<file path="config.mk">
export PLATFORM = sky130hd
export DESIGN_NAME = modbus_rtu_slave_frame_engine_top_flat
export DESIGN_NICKNAME = d
export VERILOG_FILES = /design/src/rtl/core/mrs_pkg.sv /design/src/rtl/core/mrs_in_if.sv /design/src/rtl/core/mrs_out_if.sv /design/src/rtl/core/mrs_crc_unit.sv /design/src/rtl/core/modbus_rtu_slave_frame_engine_top.sv /design/src/flat_wrapper.sv
export SDC_FILE = /design/constraint.sdc
export NUM_CORES = 1
export LEC_CHECK = 0
export BUFFER_PORTS_ARGS = -buffer_cell sky130_fd_sc_hd__buf_2
export CORE_MARGIN = 5
export CORE_UTILIZATION = 58
export DETAILED_ROUTE_END_ITERATION = 12
export GPL_TIMING_DRIVEN = 1
export PLACE_DENSITY = 0.89
export SLEW_MARGIN = 20
export SYNTH_ARGS = -nofsm -noshare
export SYNTH_HDL_FRONTEND = slang
export SYNTH_SLANG_ARGS = --single-unit
</file>
<file path="constraint.sdc">
create_clock -name i_clk -period 7.1 [get_ports i_clk]
set_clock_uncertainty 0.2 [all_clocks]
set_input_delay 0.355 -clock i_clk [delete_from_list [all_inputs] [get_ports i_clk]]
set_output_delay 0.355 -clock i_clk [all_outputs]
set_load 0.05 [all_outputs]
</file>
<file path="src/rtl/core/mrs_pkg.sv">
// Package with the constants, payload types and CRC control type of the Modbus RTU slave.
package mrs_pkg;

    localparam int GAP_TICKS = 5;
    localparam int RX_LIMIT  = 20;
    localparam int REG_COUNT = 6;
    localparam int FRAME_LEN = 8;
    localparam int BODY_LEN  = 6;

    localparam logic [15:0] CRC_INIT = 16'hFFFF;
    localparam logic [15:0] CRC_POLY = 16'hA001;
    localparam logic [7:0]  ADDR_BCAST = 8'hFF;
    localparam logic [7:0]  FC_READ    = 8'h03;
    localparam logic [7:0]  FC_WRITE   = 8'h06;
    localparam logic [7:0]  READ_BYTES = 8'h06;
    localparam logic [15:0] REG_PPM_A  = 16'h0000;
    localparam logic [15:0] REG_PPM_B  = 16'h0001;
    localparam logic [15:0] READ_COUNT = 16'h0001;

    localparam logic OP_BYTE = 1'b0;
    localparam logic OP_TICK = 1'b1;
    localparam logic KIND_TX  = 1'b0;
    localparam logic KIND_REG = 1'b1;

    typedef struct packed {
        logic        op;
        logic [7:0]  rx_byte;
        logic [12:0] co2_ppm;
        logic        co2_valid;
    } t_in_item;

    typedef struct packed {
        logic        out_kind;
        logic [7:0]  tx_byte;
        logic        tx_last;
        logic [2:0]  reg_index;
        logic [15:0] reg_value;
    } t_out_item;

    typedef struct packed {
        logic init;
        logic load;
        logic shift;
    } t_crc_ctrl;

endpackage

</file>
<file path="src/rtl/core/mrs_in_if.sv">
// Handshake interface carrying received bytes and ticks into the slave.
interface mrs_in_if;
    logic             valid;
    logic             ready;
    mrs_pkg::t_in_item payload;

    modport source (output valid, output payload, input ready);
    modport sink   (input valid, input payload, output ready);
endinterface

</file>
<file path="src/rtl/core/mrs_out_if.sv">
// Handshake interface carrying reply bytes and register writes out of the slave.
interface mrs_out_if;
    logic              valid;
    logic              ready;
    mrs_pkg::t_out_item payload;

    modport source (output valid, output payload, input ready);
    modport sink   (input valid, input payload, output ready);
endinterface

</file>
<file path="src/rtl/core/mrs_crc_unit.sv">
// Bit-serial CRC-16/Modbus unit shared by frame checking and reply generation.
module mrs_crc_unit (
    input  logic                i_clk,
    input  mrs_pkg::t_crc_ctrl  i_ctrl,
    input  logic [7:0]          i_byte,
    output logic [15:0]         o_crc
);

    logic [15:0] r_crc;
    logic [15:0] n_crc;

    always_comb begin
        n_crc = r_crc;
        if (i_ctrl.init) begin
            n_crc = mrs_pkg::CRC_INIT;
        end else if (i_ctrl.load) begin
            n_crc = r_crc ^ {8'h00, i_byte};
        end else if (i_ctrl.shift) begin
            if (r_crc[0]) begin
                n_crc = (r_crc >> 1) ^ mrs_pkg::CRC_POLY;
            end else begin
                n_crc = r_crc >> 1;
            end
        end
    end

    always_ff @(posedge i_clk) begin
        r_crc <= n_crc;
    end

    assign o_crc = r_crc;

endmodule

</file>
<file path="src/rtl/core/modbus_rtu_slave_frame_engine_top.sv">
// Top level of the Modbus RTU slave frame engine: receive buffer, sequencer and result register.
// A received byte, a tick that does not close a frame, or a tick that closes a frame that is not
// eight bytes long or that overflowed is taken without leaving the idle state. The tick that closes
// an eight-byte frame starts the sequencer, which runs the six body bytes through the bit-serial
// CRC unit, loading each byte and then shifting it bit by bit, and then decides, where a register
// write waits for the output register. A read request then runs six reply bytes through the same
// unit and sends eight bytes at one a cycle as the sink takes them. Input ready is low until the
// sequencer is back in idle. Results leave through an output register, so a finished result can
// wait for the sink while new bytes are taken.
module modbus_rtu_slave_frame_engine_top (
    input  logic        i_clk,
    input  logic        i_rst_n,
    input  logic        i_cfg_wr_en,
    input  logic [7:0]  i_cfg_wr_data,
    mrs_in_if.sink      i_in,
    mrs_out_if.source   o_out
);

    localparam logic [2:0] S_IDLE   = 3'd0;
    localparam logic [2:0] S_LOAD   = 3'd1;
    localparam logic [2:0] S_SHIFT  = 3'd2;
    localparam logic [2:0] S_DECIDE = 3'd3;
    localparam logic [2:0] S_SEND   = 3'd4;

    logic [2:0]  r_state, n_state;
    logic [4:0]  r_byte_count, n_byte_count;
    logic [2:0]  r_gap, n_gap;
    logic        r_overflow, n_overflow;
    logic [7:0]  r_slave_addr;
    logic [7:0]  r_frame [mrs_pkg::FRAME_LEN];
    logic        r_reply, n_reply;
    logic [2:0]  r_idx, n_idx;
    logic [2:0]  r_bit, n_bit;
    logic [12:0] r_ppm, n_ppm;
    logic        r_valid, n_valid;
    logic        r_out_valid, n_out_valid;
    mrs_pkg::t_out_item r_out, n_out;

    mrs_pkg::t_crc_ctrl crc_ctrl;
    logic [7:0]  crc_byte;
    logic [15:0] crc_value;
    logic [7:0]  reply_byte;
    logic        in_accept;
    logic        out_free;
    logic        frame_store_we;
    logic [15:0] req_reg;
    logic [15:0] req_val;
    logic        frame_ok;
    logic        read_ok;
    logic        write_ok;

    mrs_crc_unit u_crc (
        .i_clk  (i_clk),
        .i_ctrl (crc_ctrl),
        .i_byte (crc_byte),
        .o_crc  (crc_value)
    );

    assign i_in.ready    = (r_state == S_IDLE);
    assign in_accept     = i_in.valid && i_in.ready;
    assign out_free      = !r_out_valid || o_out.ready;
    assign o_out.valid   = r_out_valid;
    assign o_out.payload = r_out;

    assign req_reg = {r_frame[2], r_frame[3]};
    assign req_val = {r_frame[4], r_frame[5]};
    assign frame_ok = (crc_value == {r_frame[7], r_frame[6]})
                   && ((r_frame[0] == r_slave_addr) || (r_frame[0] == mrs_pkg::ADDR_BCAST));
    assign read_ok  = (r_frame[1] == mrs_pkg::FC_READ) && (r_frame[0] != mrs_pkg::ADDR_BCAST)
                   && ((req_reg == mrs_pkg::REG_PPM_A) || (req_reg == mrs_pkg::REG_PPM_B))
                   && (req_val == mrs_pkg::READ_COUNT) && r_valid;
    assign write_ok = (r_frame[1] == mrs_pkg::FC_WRITE)
                   && (req_reg < 16'(mrs_pkg::REG_COUNT));

    always_comb begin
        case (r_idx)
            3'd0:    reply_byte = r_frame[0];
            3'd1:    reply_byte = mrs_pkg::FC_READ;
            3'd2:    reply_byte = mrs_pkg::FC_READ;
            3'd3:    reply_byte = mrs_pkg::READ_BYTES;
            3'd4:    reply_byte = {3'b000, r_ppm[12:8]};
            3'd5:    reply_byte = r_ppm[7:0];
            3'd6:    reply_byte = crc_value[7:0];
            3'd7:    reply_byte = crc_value[15:8];
            default: reply_byte = 8'h00;
        endcase
    end

    assign crc_byte = r_reply ? reply_byte : r_frame[r_idx];

    always_comb begin
        n_state      = r_state;
        n_byte_count = r_byte_count;
        n_gap        = r_gap;
        n_overflow   = r_overflow;
        n_reply      = r_reply;
        n_idx        = r_idx;
        n_bit        = r_bit;
        n_ppm        = r_ppm;
        n_valid      = r_valid;
        n_out_valid  = r_out_valid && !o_out.ready;
        n_out        = r_out;
        crc_ctrl     = '0;
        frame_store_we = 1'b0;

        case (r_state)
            S_IDLE: begin
                if (in_accept && i_in.payload.op == mrs_pkg::OP_BYTE) begin
                    n_gap = 3'd0;
                    if (r_byte_count < 5'(mrs_pkg::RX_LIMIT)) begin
                        frame_store_we = (r_byte_count < 5'(mrs_pkg::FRAME_LEN));
                        n_byte_count   = r_byte_count + 5'd1;
                    end else begin
                        n_overflow = 1'b1;
                    end
                end else if (in_accept && r_byte_count != 5'd0) begin
                    if (r_gap < 3'(mrs_pkg::GAP_TICKS)) begin
                        n_gap = r_gap + 3'd1;
                    end
                    if (n_gap == 3'(mrs_pkg::GAP_TICKS)) begin
                        n_byte_count = 5'd0;
                        n_gap        = 3'd0;
                        n_overflow   = 1'b0;
                        n_ppm        = i_in.payload.co2_ppm;
                        n_valid      = i_in.payload.co2_valid;
                        if (!r_overflow && r_byte_count == 5'(mrs_pkg::FRAME_LEN)) begin
                            crc_ctrl.init = 1'b1;
                            n_reply = 1'b0;
                            n_idx   = 3'd0;
                            n_state = S_LOAD;
                        end
                    end
                end
            end
            S_LOAD: begin
                crc_ctrl.load = 1'b1;
                n_bit   = 3'd0;
                n_state = S_SHIFT;
            end
            S_SHIFT: begin
                crc_ctrl.shift = 1'b1;
                n_bit = r_bit + 3'd1;
                if (r_bit == 3'd7) begin
                    if (r_idx == 3'(mrs_pkg::BODY_LEN - 1)) begin
                        n_idx   = 3'd0;
                        n_state = r_reply ? S_SEND : S_DECIDE;
                    end else begin
                        n_idx   = r_idx + 3'd1;
                        n_state = S_LOAD;
                    end
                end
            end
            S_DECIDE: begin
                if (!frame_ok) begin
                    n_state = S_IDLE;
                end else if (read_ok) begin
                    crc_ctrl.init = 1'b1;
                    n_reply = 1'b1;
                    n_idx   = 3'd0;
                    n_state = S_LOAD;
                end else if (write_ok) begin
                    if (out_free) begin
                        n_out_valid     = 1'b1;
                        n_out.out_kind  = mrs_pkg::KIND_REG;
                        n_out.tx_byte   = 8'h00;
                        n_out.tx_last   = 1'b0;
                        n_out.reg_index = req_reg[2:0];
                        n_out.reg_value = req_val;
                        n_state         = S_IDLE;
                    end
                end else begin
                    n_state = S_IDLE;
                end
            end
            S_SEND: begin
                if (out_free) begin
                    n_out_valid     = 1'b1;
                    n_out.out_kind  = mrs_pkg::KIND_TX;
                    n_out.tx_byte   = reply_byte;
                    n_out.tx_last   = (r_idx == 3'(mrs_pkg::FRAME_LEN - 1));
                    n_out.reg_index = 3'd0;
                    n_out.reg_value = 16'h0000;
                    n_idx           = r_idx + 3'd1;
                    if (r_idx == 3'(mrs_pkg::FRAME_LEN - 1)) begin
                        n_state = S_IDLE;
                    end
                end
            end
            default: begin
                n_state = S_IDLE;
            end
        endcase
    end

    always_ff @(posedge i_clk) begin
        if (!i_rst_n) begin
            r_state      <= S_IDLE;
            r_byte_count <= 5'd0;
            r_gap        <= 3'd0;
            r_overflow   <= 1'b0;
            r_slave_addr <= 8'd1;
            r_out_valid  <= 1'b0;
            r_reply      <= 1'b0;
            r_idx        <= 3'd0;
            r_bit        <= 3'd0;
        end else begin
            r_state      <= n_state;
            r_byte_count <= n_byte_count;
            r_gap        <= n_gap;
            r_overflow   <= n_overflow;
            r_out_valid  <= n_out_valid;
            r_reply      <= n_reply;
            r_idx        <= n_idx;
            r_bit        <= n_bit;
            if (i_cfg_wr_en) begin
                r_slave_addr <= i_cfg_wr_data;
            end
        end
    end

    always_ff @(posedge i_clk) begin
        r_ppm   <= n_ppm;
        r_valid <= n_valid;
        r_out   <= n_out;
        if (frame_store_we) begin
            r_frame[r_byte_count[2:0]] <= i_in.payload.rx_byte;
        end
    end

    a_count_limit: assert property (@(posedge i_clk) disable iff (!i_rst_n)
        r_byte_count <= 5'(mrs_pkg::RX_LIMIT))
        else $error("receive count beyond limit");

    a_busy_cleared: assert property (@(posedge i_clk) disable iff (!i_rst_n)
        (r_state != S_IDLE) |-> (r_byte_count == 5'd0 && !r_overflow))
        else $error("receive state not cleared while a frame is processed");

    a_reg_range: assert property (@(posedge i_clk) disable iff (!i_rst_n)
        (r_out_valid && r_out.out_kind == mrs_pkg::KIND_REG)
            |-> (r_out.reg_index < 3'(mrs_pkg::REG_COUNT)))
        else $error("register write outside the holding register range");

    a_last_kind: assert property (@(posedge i_clk) disable iff (!i_rst_n)
        (r_out_valid && r_out.tx_last) |-> (r_out.out_kind == mrs_pkg::KIND_TX))
        else $error("last flag on a register write");

    a_send_leaves: assert property (@(posedge i_clk) disable iff (!i_rst_n)
        (r_state == S_SEND && out_free && r_idx == 3'(mrs_pkg::FRAME_LEN - 1))
            |=> (r_state == S_IDLE && r_out.tx_last))
        else $error("reply did not end on its last byte");

endmodule

</file>
<file path="src/flat_wrapper.sv">
// flat-port wrapper written by rule: the top's interface ports become plain ports
module modbus_rtu_slave_frame_engine_top_flat 
  (i_clk, i_rst_n, i_cfg_wr_en, i_cfg_wr_data, i_in_valid, i_in_payload, i_in_ready, o_out_valid, o_out_payload, o_out_ready);
  mrs_in_if i_in_i ();
  mrs_out_if o_out_i ();
  input  logic i_clk;
  input  logic i_rst_n;
  input  logic i_cfg_wr_en;
  input  logic [7:0] i_cfg_wr_data;
  input wire logic [$bits(i_in_i.valid)-1:0] i_in_valid;
  input wire logic [$bits(i_in_i.payload)-1:0] i_in_payload;
  output wire logic [$bits(i_in_i.ready)-1:0] i_in_ready;
  output wire logic [$bits(o_out_i.valid)-1:0] o_out_valid;
  output wire logic [$bits(o_out_i.payload)-1:0] o_out_payload;
  input wire logic [$bits(o_out_i.ready)-1:0] o_out_ready;
  assign i_in_i.valid = i_in_valid;
  assign i_in_i.payload = i_in_payload;
  assign i_in_ready = i_in_i.ready;
  assign o_out_valid = o_out_i.valid;
  assign o_out_payload = o_out_i.payload;
  assign o_out_i.ready = o_out_ready;
  modbus_rtu_slave_frame_engine_top u_core (.i_clk(i_clk), .i_rst_n(i_rst_n), .i_cfg_wr_en(i_cfg_wr_en), .i_cfg_wr_data(i_cfg_wr_data), .i_in(i_in_i), .o_out(o_out_i));
endmodule
</file>
==> results of run 1 <==
## cell usage in the layout (no fill, tap or decap), drive strengths merged, types with 7 or more instances in the layout
master       count
nand2           41
mux2i           27
dfxtp           47
nor2b           14
clkinv           8
o21ai           11
and3             7
nand4            9
mux4            16
nor3            21
inv             11
edfxtp         107
mux2             8
nor4            13
xor2            10
clkbuf          18
nand3            7
ha              11
nor2            30
dlygate4sd3     20
a21oi           10
buf             74
xnor2           24
and2            27
## cell type report
cell class	count	area, µm²	area share
flip-flops and latches	154	4155	0.4966
well taps	168	210.2	0.02512
repair buffers	94	590.6	0.07057
multi-input cells	371	2821	0.3372
clock inverters	13	127.6	0.01525
inverters	9	33.78	0.004037
clock buffers	18	429.2	0.05129
## report_power, final
| part | switching, mW | internal [mW] |
|---|---|---|
| combinational | 0.0501 | 0.0601 |
| clock | 0.354 | 0.511 |
| sequential | 0.0349 | 0.976 |
| total | 0.439 | 1.55 |
## final timing paths
path | cells past startpoint | slack, ns | start | endpoint
max | 8 | 3.76 | u_core.r_idx[2] | u_core.u_crc.o_crc[2]
max reg2reg | 8 | 3.76 | u_core.r_idx[2] | u_core.u_crc.o_crc[2]
min reg2reg | 2 | 0.32 | u_core.r_overflow | u_core.r_overflow
min | 3 | 0.01 | i_cfg_wr_data[3] | u_core.r_slave_addr[3]
## through the flow
stage | util | setup WS [ns] | power, mW
2_1_floorplan | - | 4.078 | 1.090
3_3_place_gp | 0.6305 | 3.904 | 1.119
3_5_place_dp | 0.6305 | 3.795 | 1.125
4_1_cts | 0.6933 | 3.793 | 1.987
5_1_grt | 0.6938 | 3.584 | 2.047
6_report | 0.6938 | 3.759 | 1.986
## flip-flops by register name, summed over array words and instances (netlist names), 3 cells and up, named ones only
name / flops
u_core.r_idx: 3
u_core.r_state: 3
u_core.r_bit: 3
u_core.r_ppm: 13
u_core.o_out.payload: 29
u_core.r_gap: 3
u_core.r_slave_addr: 8
u_core.r_byte_count: 5
u_core.r_frame: 64
u_core.u_crc.o_crc: 16
## cells by family after synthesis
kind of cell	count (synthesis)
simple gates	197
flops	154
compound gates	78
mux	51
buf+inv	43
xor+xnor	34
fa+ha+maj	11
## layer usage
layer	vias to the layer above	wire length, µm	track usage
met3	63	1633	0.06061
met4	0	724	0.1324
met5	-	0	0
met2	294	9318	0.4335
met1	2536	7000	0.3312
li1	2316	-	-
## worst max-delay path: cells and delay by family (launching register included)
family                   cells  cell delay [ns]
AND/OR/NAND/NOR              2             1.05
buffers and inverters        1             0.27
AO/OA/AOI/OAI                2             0.46
XOR/XNOR                     1             0.14
multiplexers                 1             0.16
flip-flops                   1             0.68
adder cells (fa/ha/maj)      1             0.30
==> reports/metrics.yaml, run 1 <==
gp_congestion: 0.9243
synth_edf_count: 107
setup_viol: 0
port_buffers: 66
routed_wl_mm: 18.68
synth_compound_area_frac: 0.08241
remaining_drc_errors: 0
clkSlewWorstSetupHoldPaths_ns: 0.06
core_area_um2: 12060
drtIter0Drc: 666
synth_fa_ha_area_frac: 0.01925
max_stage_delay_ns: 0.69
yosys-top-cells-count: "edfxtp_1 (107), dfxtp_1 (47), nand2_1 (41), nor2_1 (30), clkbuf_1 (28)"
worstHoldPathType: "in2reg"
h-tree-depth: 4
start_util: 0.5928
fmax_mhz: 299.3
final_cells: 827
hold_viol: 0
layout.nets: 694
worstPathArrival_ns: 3.48
syn_nets: 615
syn_inst: 568
tns_ns: 0
die_x_um: 121.0
ant_nets: 0
ys_ff_latch: 154
vias: 5209
synth.area.top_cells: "edfxtp_1 (45%), dfxtp_1 (13%), mux4_2 (5.0%)"
cp-start-kind: "flip-flop"
ys_seq_area_frac: 0.5809
syn-cell-area_um2: 7151
n_antenna_cell: 0
worst_pin_slew_ns: 0.9437
synth_top_area_cell: "edfxtp_1"
peakVddDrop_v: 0.0001694
synth_top_family_by_area: "simple AND/OR/NAND/NOR gates"
clock_path_buffers: 2
p_leak_nw: 2.923
drive_gt1_frac: 0.2018
wire_per_inst_um: 22.58
grt_max_degree: 33
die_h_um: 121.0
cp_slowest_cell: "or4_1"
grt_pass1_wl_mm: 29.40
grt_antenna_before_repair: 0
drtPass1Iterations: 5
slew_viol_final: 0
cts_root_buffer: "clkbuf_16"
fillers: 784
synth_simple_gate_area_share: 0.1491
p_per_area_nw_per_um2: 237.4
cts_hold_buf: 20
max-cap-violations: 0
fin_crit_ns: 3.341
rows: 40
cts_setup_buffers: 0
crit_path_cell_trace: "inv_1 -> ha_1 -> or4_1 -> or2_1 -> o21ai_0 -> mux2i_1 -> xnor2_1 -> o211ai_1"
areaGrowthSynthToFinish_pct: 17.03
path_class: "reg2reg"
io_pins: 67
grt_usage: 0.2650
ys.flop_type: "edfxtp_1"
clock_latency_ns: 0.43
finalCritPeriodShare: 0.4706
cts_resized: 0
avgSynthCellArea_um2: 12.59
cp_max_fo: 17
synth.top_cell.area_share: 0.4493
synth.distinct_cells: 63
synth_xor_area_frac: 0.04164
rsz0062_at_grt: "no"
dp_hpwl_mm: 12.79
cts_tree: "yes"
cts_made_buffers: 17
ys_warn_count: 0
place_area_um2: 7605
worst_ep_required_time_ns: 7.24
fin_hold_ws_ns: 0.009925
grt_overflow: 0
postLayoutCellArea_um2: 8368
cts_sinks: 154
dieArea_um2: 14650
synth_mux_area_frac: 0.1008
synth_async_sr_flop_share: 0
viasPerCell: 6.299
cp-end-kind: "flip-flop"
post-synth-top-count-cell: "edfxtp_1"
status: "finished, final reports clean"
dp_cells: 776
first_global_vias: 5333
max_slew_margin: 0.3700
Power figures use the tool's default switching activity.
==> run 2: changes to the inputs <==
--- a/config.mk
+++ b/config.mk
@@ -5,6 +5,7 @@
 export SDC_FILE = /design/constraint.sdc
 export NUM_CORES = 1
 export LEC_CHECK = 0
+export ABC_AREA = 1
 export BUFFER_PORTS_ARGS = -buffer_cell sky130_fd_sc_hd__buf_2
 export CORE_MARGIN = 5
 export CORE_UTILIZATION = 58
==> constraint.sdc (replaced) <==
create_clock -name i_clk -period 3.4 [get_ports i_clk]
set_clock_uncertainty 0.2 [all_clocks]
set_input_delay 0.17 -clock i_clk [delete_from_list [all_inputs] [get_ports i_clk]]
set_output_delay 0.17 -clock i_clk [all_outputs]
set_load 0.05 [all_outputs]
==> run 2 against run 1 <==
Critical path depth down 1. Global-route usage about the same. Sequential share of layout area down 4.3 points. Via count up 32%. Clock power up 110%. Core utilization up 2.6 points. Design area up 9.5%. Hold slack better by 0.016 ns. Largest cell class unchanged.
==> reports/metrics.yaml, run 2 <==
fin_crit_ns: 2.545
n_antenna_cell: 0  # unchanged
crit_path_cell_trace: "dlygate4sd3_1 -> buf_2 -> inv_1 -> a21oi_1 -> dlygate4sd3_1 -> o21ai_0 -> dlygate4sd3_1"
ys.flop_type: "edfxtp_1"
final_util: 0.7202  # +0.02643
p_per_area_nw_per_um2: 499.4  # +110%
setup_slack_ns: 0.8553  # -2.904 ns
ys_seq_area_frac: 0.5457  # -0.03523
drive_gt1_frac: 0.1286  # -0.07325
rsz0062_at_grt: "no"
port_buffers: 66  # unchanged
routed_wl_mm: 20.62  # +10%
cp-start-kind: "input pin"
grt_antenna_before_repair: 0  # unchanged
synth.area.top_cells: "edfxtp_1 (42%), dfxtp_1 (12%), nand2_1 (12%)"
path_delay_family: "buffers and inverters"
clock_path_buffers: 2  # unchanged
ys_warn_count: 0  # unchanged
start_util: 0.5983  # +0.005505
drtIter0Drc: 900  # +35%
clock_latency_ns: 0.44  # about the same
syn_inst: 918  # +62%
multi_input_area_um2: 2887  # +2.3%
cts_setup_buffers: 0  # unchanged
pre_cts_ws_ns: 0.9907  # -2.805 ns
finalPower_mw: 4.576  # +130%
ant_nets: 0  # unchanged
yosys-top-cells-count: "nand2_1 (240), inv_1 (116), nor2_1 (108), edfxtp_1 (107), a21oi_1 (66)"
rows: 41  # +2.5%
drtPass1Iterations: 6  # +1
cp_max_fo: 14  # -3
h-tree-depth: 4  # unchanged
ys_ff_latch: 154  # unchanged
worst_ep_required_time_ns: 3.52  # -3.72 ns
synth.top_cell.area_share: 0.4221  # -0.02725
regArea_um2: 4154  # about the same
layout.nets: 1084  # +56%
viasPerCell: 5.618  # -11%
syn_nets: 965  # +57%
slew_viol_final: 0  # unchanged
path_class: "in2reg"
remaining_drc_errors: 0  # unchanged
io_pins: 67  # unchanged
fmax_mhz: 393.0
grt_pass1_wl_mm: 32.58  # +11%
min_from: "i_cfg_wr_en"
first_global_vias: 6501  # +22%
worstHoldPathType: "in2reg"
most-common-layout-cells: "nand2_1 (240), inv_1 (116), nor2_1 (107), edfxtp_1 (107)"
synth_top_area_cell: "edfxtp_1"
final_cells: 1222  # +48%
tns_ns: 0  # unchanged
hold_viol: 0  # unchanged
worst_pin_slew_ns: 0.8905  # -0.05326 ns
max_stage_delay_ns: 0.58  # -0.11 ns
dp_cells: 1144  # +47%
cts_sinks: 154  # unchanged
post-synth-top-count-cell: "nand2_1"
cp-end-kind: "flip-flop"
cp_slowest_cell: "dlygate4sd3_1"
finalCritPeriodShare: 0.7484
synth_async_sr_flop_share: 0  # unchanged
crit_buf_inv: 5  # +4
fillers: 891  # +14%
setup_viol: 0  # unchanged
fin_hold_ws_ns: 0.02581  # +0.01589 ns
cpMostUsedCell: "dlygate4sd3_1"
max_slew_margin: 0.4042  # +0.03417
worstPathArrival_ns: 2.67  # -0.81 ns
grt_usage: 0.2655  # +0.0004796
max-cap-violations: 0  # unchanged
grt_overflow: 0  # unchanged
gp_congestion: 0.9629  # +4.2%
syn-cell-area_um2: 7612  # +6.5%
place_area_um2: 8152  # +7.2%
avgSynthCellArea_um2: 8.292  # -34%
critPathLaunch: "i_rst_n"
wire_per_inst_um: 16.88  # -25%
vias: 6865  # +32%
cts_root_buffer: "clkbuf_16"
p_leak_nw: 3.926  # +34%
final_common_cell: "nand2_1"
core_area_um2: 12720  # +5.5%
cts_tree: "yes"
dieArea_um2: 15520  # +5.9%
largest_reg_flops: 64  # unchanged
status: "finished, final reports clean"
die_h_um: 124.6  # +2.9%
dp_hpwl_mm: 14.19  # +11%
peakVddDrop_v: 0.0003158  # +86%
synth_edf_count: 107  # unchanged
synth.distinct_cells: 36  # -43%
clkSlewWorstSetupHoldPaths_ns: 0.06  # about the same
die_x_um: 124.6  # +2.9%
cts_made_buffers: 17  # unchanged
areaGrowthSynthToFinish_pct: 20.36
grt_max_degree: 30  # -9.1%
postLayoutCellArea_um2: 9163  # +9.5%
-- run 2: cell types whose count changed after synthesis, moves of 16 or more --
cell / change
mux4_2: -16
nand3_1: +49
o21ai_0: +49
mux2i_1: -27
nand2_1: +199
nor2_1: +78
and2_1: -27
xnor2_1: -19
inv_1: +107
a21oi_1: +56
-- run 2: worst reg2reg max path: stages (launching register included) --
cell     delay [ns]
dfxtp_1        0.74
inv_1          0.44
nor2_1         0.23
a21oi_1        0.08
o21ai_0        0.27
nand3_1        0.17
nand3_1        0.10
nand3_1        0.07
nand2_1        0.08
nand2_1        0.05
-- run 2: area by class of cell --
| class | instances | share of cell area |
|---|---|---|
| Sequential cell | 154 | 0.4534 |
| Clock inverter | 15 | 0.01366 |
| Inverter | 126 | 0.05189 |
| Timing Repair Buffer | 124 | 0.09614 |
| Tap cell | 172 | 0.02349 |
| Multi-Input combinational cell | 614 | 0.3150 |
| Clock buffer | 17 | 0.04643 |
-- run 2: power by group --
group	switching, mW	internal [mW]
clock network	0.783	1.00
logic	0.327	0.224
registers	0.130	2.11
total	1.24	3.34
-- run 2: timing repair --
| item | 4_1_cts | 5_1_grt |
|---|---|---|
| resized for setup | 0 | 0 |
| hold buffers | 46 | 0 |
| endpoints found under the hold margin | 95 | 0 |
-- run 2: final timing paths --
kind,endpoint,slack (ns),cells after the start
min,u_core.r_slave_addr[7],0.03,3
min reg2reg,u_core.r_bit[0],0.26,1
max reg2reg,u_core.u_crc.o_crc[3],0.86,9
max,u_core.r_slave_addr[0],0.86,7
-- run 2: cells by family (layout without fill, tap and decap cells) --
family / Yosys count / in the layout / synth area share
XOR/XNOR: 6 / 6 / 0.006903
flip-flops: 154 / 154 / 0.5457
AND/OR/NAND/NOR: 444 / 444 / 0.2436
buffers and inverters: 150 / 282 / 0.07610
AO/OA/AOI/OAI: 153 / 153 / 0.1096
adder cells (fa/ha/maj): 11 / 11 / 0.01808
-- run 2: layer usage --
metal	routed length, µm	share of wire	global-route usage	up-vias
li1	-	-	-	3259
met1	7846	0.38	0.3188	3122
met2	10240	0.50	0.4622	409
met3	1741	0.084	0.05189	75
met4	794	0.039	0.1186	0
met5	0	0	0	-
==> run 3: changes to the inputs <==
==> constraint.sdc (replaced) <==
create_clock -name i_clk -period 2.6 [get_ports i_clk]
set_clock_uncertainty 0.2 [all_clocks]
set_input_delay 0.13 -clock i_clk [delete_from_list [all_inputs] [get_ports i_clk]]
set_output_delay 0.13 -clock i_clk [all_outputs]
set_load 0.05 [all_outputs]
==> run 3 against run 2 <==
Sequential power grew 31%. Design area grew 0.57%. Register-to-register slack worse by 0.68 ns. Count of clock-buffer cells in the layout is the same. Largest cell class unchanged. Sequential share of layout area shrank 0.26 points.
==> reports/metrics.yaml, run 3 (same netlist as run 2, synthesis figures left out) <==
max_slew_margin: 0.5667  # +0.1626
final_common_cell: "nand2_1"
timing.rr.end: "u_core.u_crc.o_crc[4]"
worst_r2r_path_depth: 14  # +5
dieArea_um2: 15520  # unchanged
setup_viol: 0  # unchanged
hold_viol: 0  # unchanged
rows: 41  # unchanged
path_delay_family: "simple AND/OR/NAND/NOR gates"
rrSetupSlack_ns: 0.17  # -0.68 ns
drtPass1Iterations: 6  # unchanged
status: "finished, final reports clean"
n_antenna_cell: 0  # unchanged
swShare: 0.2781  # +0.007173
drive_gt1_frac: 0.1414  # +0.01279
combPwrFrac: 0.123  # +0.003
finalCritPeriodShare: 0.9328
cpMostUsedCell: "nand2_1"
multi_input_area_um2: 2887  # unchanged
worst_ep_required_time_ns: 2.71  # -0.81 ns
cts_tree: "yes"
worst_pin_slew_ns: 0.6490  # -0.2415 ns
final_cells: 1226  # +0.33%
drtIter0Drc: 916  # +1.8%
clock_latency_ns: 0.43  # about the same
max_stage_delay_ns: 0.39  # -0.19 ns
min_to: "u_core.r_gap[0]"
clock_power_share: 0.393  # +0.003
viasPerCell: 5.728  # +2.0%
regArea_um2: 4154  # unchanged
finalPower_mw: 6.065  # +33%
grt_pass1_wl_mm: 33.54  # +2.9%
ant_nets: 0  # unchanged
tns_ns: 0  # unchanged
die_h_um: 124.6  # unchanged
worstHoldPathType: "in2reg"
min_from: "i_in_valid"
dp_hpwl_mm: 14.51  # +2.3%
io_pins: 67  # unchanged
routed_wl_mm: 21.30  # +3.3%
grt_usage: 0.2741  # +0.008558
grt_antenna_before_repair: 0  # unchanged
p_leak_nw: 3.949  # +0.59%
cp_max_fo: 8  # -6
fillers: 885  # -0.67%
areaGrowthSynthToFinish_pct: 21.06
pre_cts_ws_ns: 0.2987  # -0.6920 ns
cp-end-kind: "flip-flop"
clock_path_buffers: 2  # unchanged
slew_viol_final: 0  # unchanged
max-cap-violations: 0  # unchanged
wire_per_inst_um: 17.38  # +3.0%
fmax_mhz: 412.3
crit_path_cell_trace: "inv_1 -> ha_1 -> nand2_1 -> clkinvlp_4 -> nor3_1 -> nand2_1 -> inv_1 -> nand2_1 -> nand3_1 -> nand2_1 -> nand2_1 -> nand3_1 -> nand2_1 -> nand2_1"
wl_met2_mm: 10.20  # -0.36%
worstPathArrival_ns: 2.54  # -0.13 ns
met3_wirelength_mm: 2.380  # +37%
grt_max_degree: 30  # unchanged
setup_slack_ns: 0.1748  # -0.6805 ns
hold_depth: 7  # +4
die_x_um: 124.6  # unchanged
reg2reg_from: "u_core.r_idx[1]"
most-common-layout-cells: "nand2_1 (240), inv_1 (115), nor2_1 (107), edfxtp_1 (107)"
gp_congestion: 1.005  # +4.4%
clkSlewWorstSetupHoldPaths_ns: 0.06  # about the same
largest_reg_flops: 64  # unchanged
top_layer_used: "met4"
h-tree-depth: 4  # unchanged
place_area_um2: 8209  # +0.71%
cts_sinks: 154  # unchanged
dp_cells: 1150  # +0.52%
remaining_drc_errors: 0  # unchanged
vias: 7023  # +2.3%
power_switching_mw: 1.687  # +36%
internal-power_mw: 4.378  # +31%
grt_overflow: 0  # unchanged
first_global_vias: 6725  # +3.4%
path_class: "reg2reg"
port_buffers: 66  # unchanged
crit_buf_inv: 3  # -2
core_area_um2: 12720  # unchanged
postLayoutCellArea_um2: 9215  # +0.57%
seq_power_share: 0.484  # -0.005
wl_met1_mm: 7.446  # -5.1%
fin_crit_ns: 2.425
cp-start-kind: "flip-flop"
cp_slowest_cell: "dfxtp_1"
start_util: 0.5983  # unchanged
p_per_area_nw_per_um2: 658.2  # +32%
layout.nets: 1088  # +0.37%
cts_root_buffer: "clkbuf_16"
peakVddDrop_v: 0.0004139  # +31%
cts_made_buffers: 17  # unchanged
-- run 3: final cells by class --
| class | instances | area share |
|---|---|---|
| inverter | 126 | 0.05200 |
| timing repair buffer | 128 | 0.09885 |
| clock buffer | 17 | 0.04616 |
| sequential | 154 | 0.4508 |
| multi-input combinational | 614 | 0.3132 |
| clock inverter | 15 | 0.01561 |
| tap | 172 | 0.02335 |
-- run 3: worst max-delay path by stage --
stage,depth (start not counted),slack (ns),end,start
after floorplan,8,0.17,u_core.o_out.payload[0],u_core.r_frame[7][3]
after global placement,14,0.37,u_core.u_crc.o_crc[5],u_core.r_idx[1]
after detailed placement,14,0.30,u_core.u_crc.o_crc[6],u_core.r_idx[1]
after CTS,14,0.19,u_core.u_crc.o_crc[6],u_core.r_idx[1]
after global routing,14,-0.006,u_core.u_crc.o_crc[6],u_core.r_idx[1]
final,14,0.17,u_core.u_crc.o_crc[4],u_core.r_idx[1]
-- run 3: power by group through the flow --
stage | sequential, mW | clock, mW | combinational [mW]
5_1_grt | 2.96 | 2.49 | 0.831
6_report | 2.94 | 2.38 | 0.744
3_3_place_gp | 2.98 | 0 | 0.628
2_1_floorplan | 2.93 | 0 | 0.478
4_1_cts | 2.93 | 2.38 | 0.713
3_5_place_dp | 2.98 | 0 | 0.654
-- run 3: worst reg2reg max path: stages, from the launching register on --
cell and delay, ns:
dfxtp_1 0.39, inv_1 0.09, ha_1 0.20, nand2_1 0.14, clkinvlp_4 0.16, nor3_1 0.20, nand2_1 0.10, inv_1 0.19
nand2_1 0.13, nand3_1 0.19, nand2_1 0.08, nand2_1 0.05, nand3_1 0.07, nand2_1 0.07, nand2_1 0.06
-- run 3: per-layer routing --
metal | vias up | global-route usage
met5 | - | 0
met2 | 485 | 0.4574
li1 | 3280 | -
met3 | 113 | 0.07161
met1 | 3145 | 0.3205
met4 | 0 | 0.1547
-- run 3: metrics by stage --
| step | util | hold slack [ns] |
|---|---|---|
| after global routing | 0.7243 | 0.09944 |
| final | 0.7243 | 0.06509 |
| after detailed placement | 0.6453 | 0.1085 |
| after CTS | 0.7223 | 0.04415 |
| after floorplan | - | 0.02887 |
| after global placement | 0.6453 | 0.1068 |
-- run 3: what timing repair did --
item | 4_1_cts | 5_1_grt
setup endpoints to repair | 0 | 1
setup buffers | 0 | 3
hold buffers | 41 | 0
hold endpoints to repair | 95 | 0
resized for setup | 0 | 1
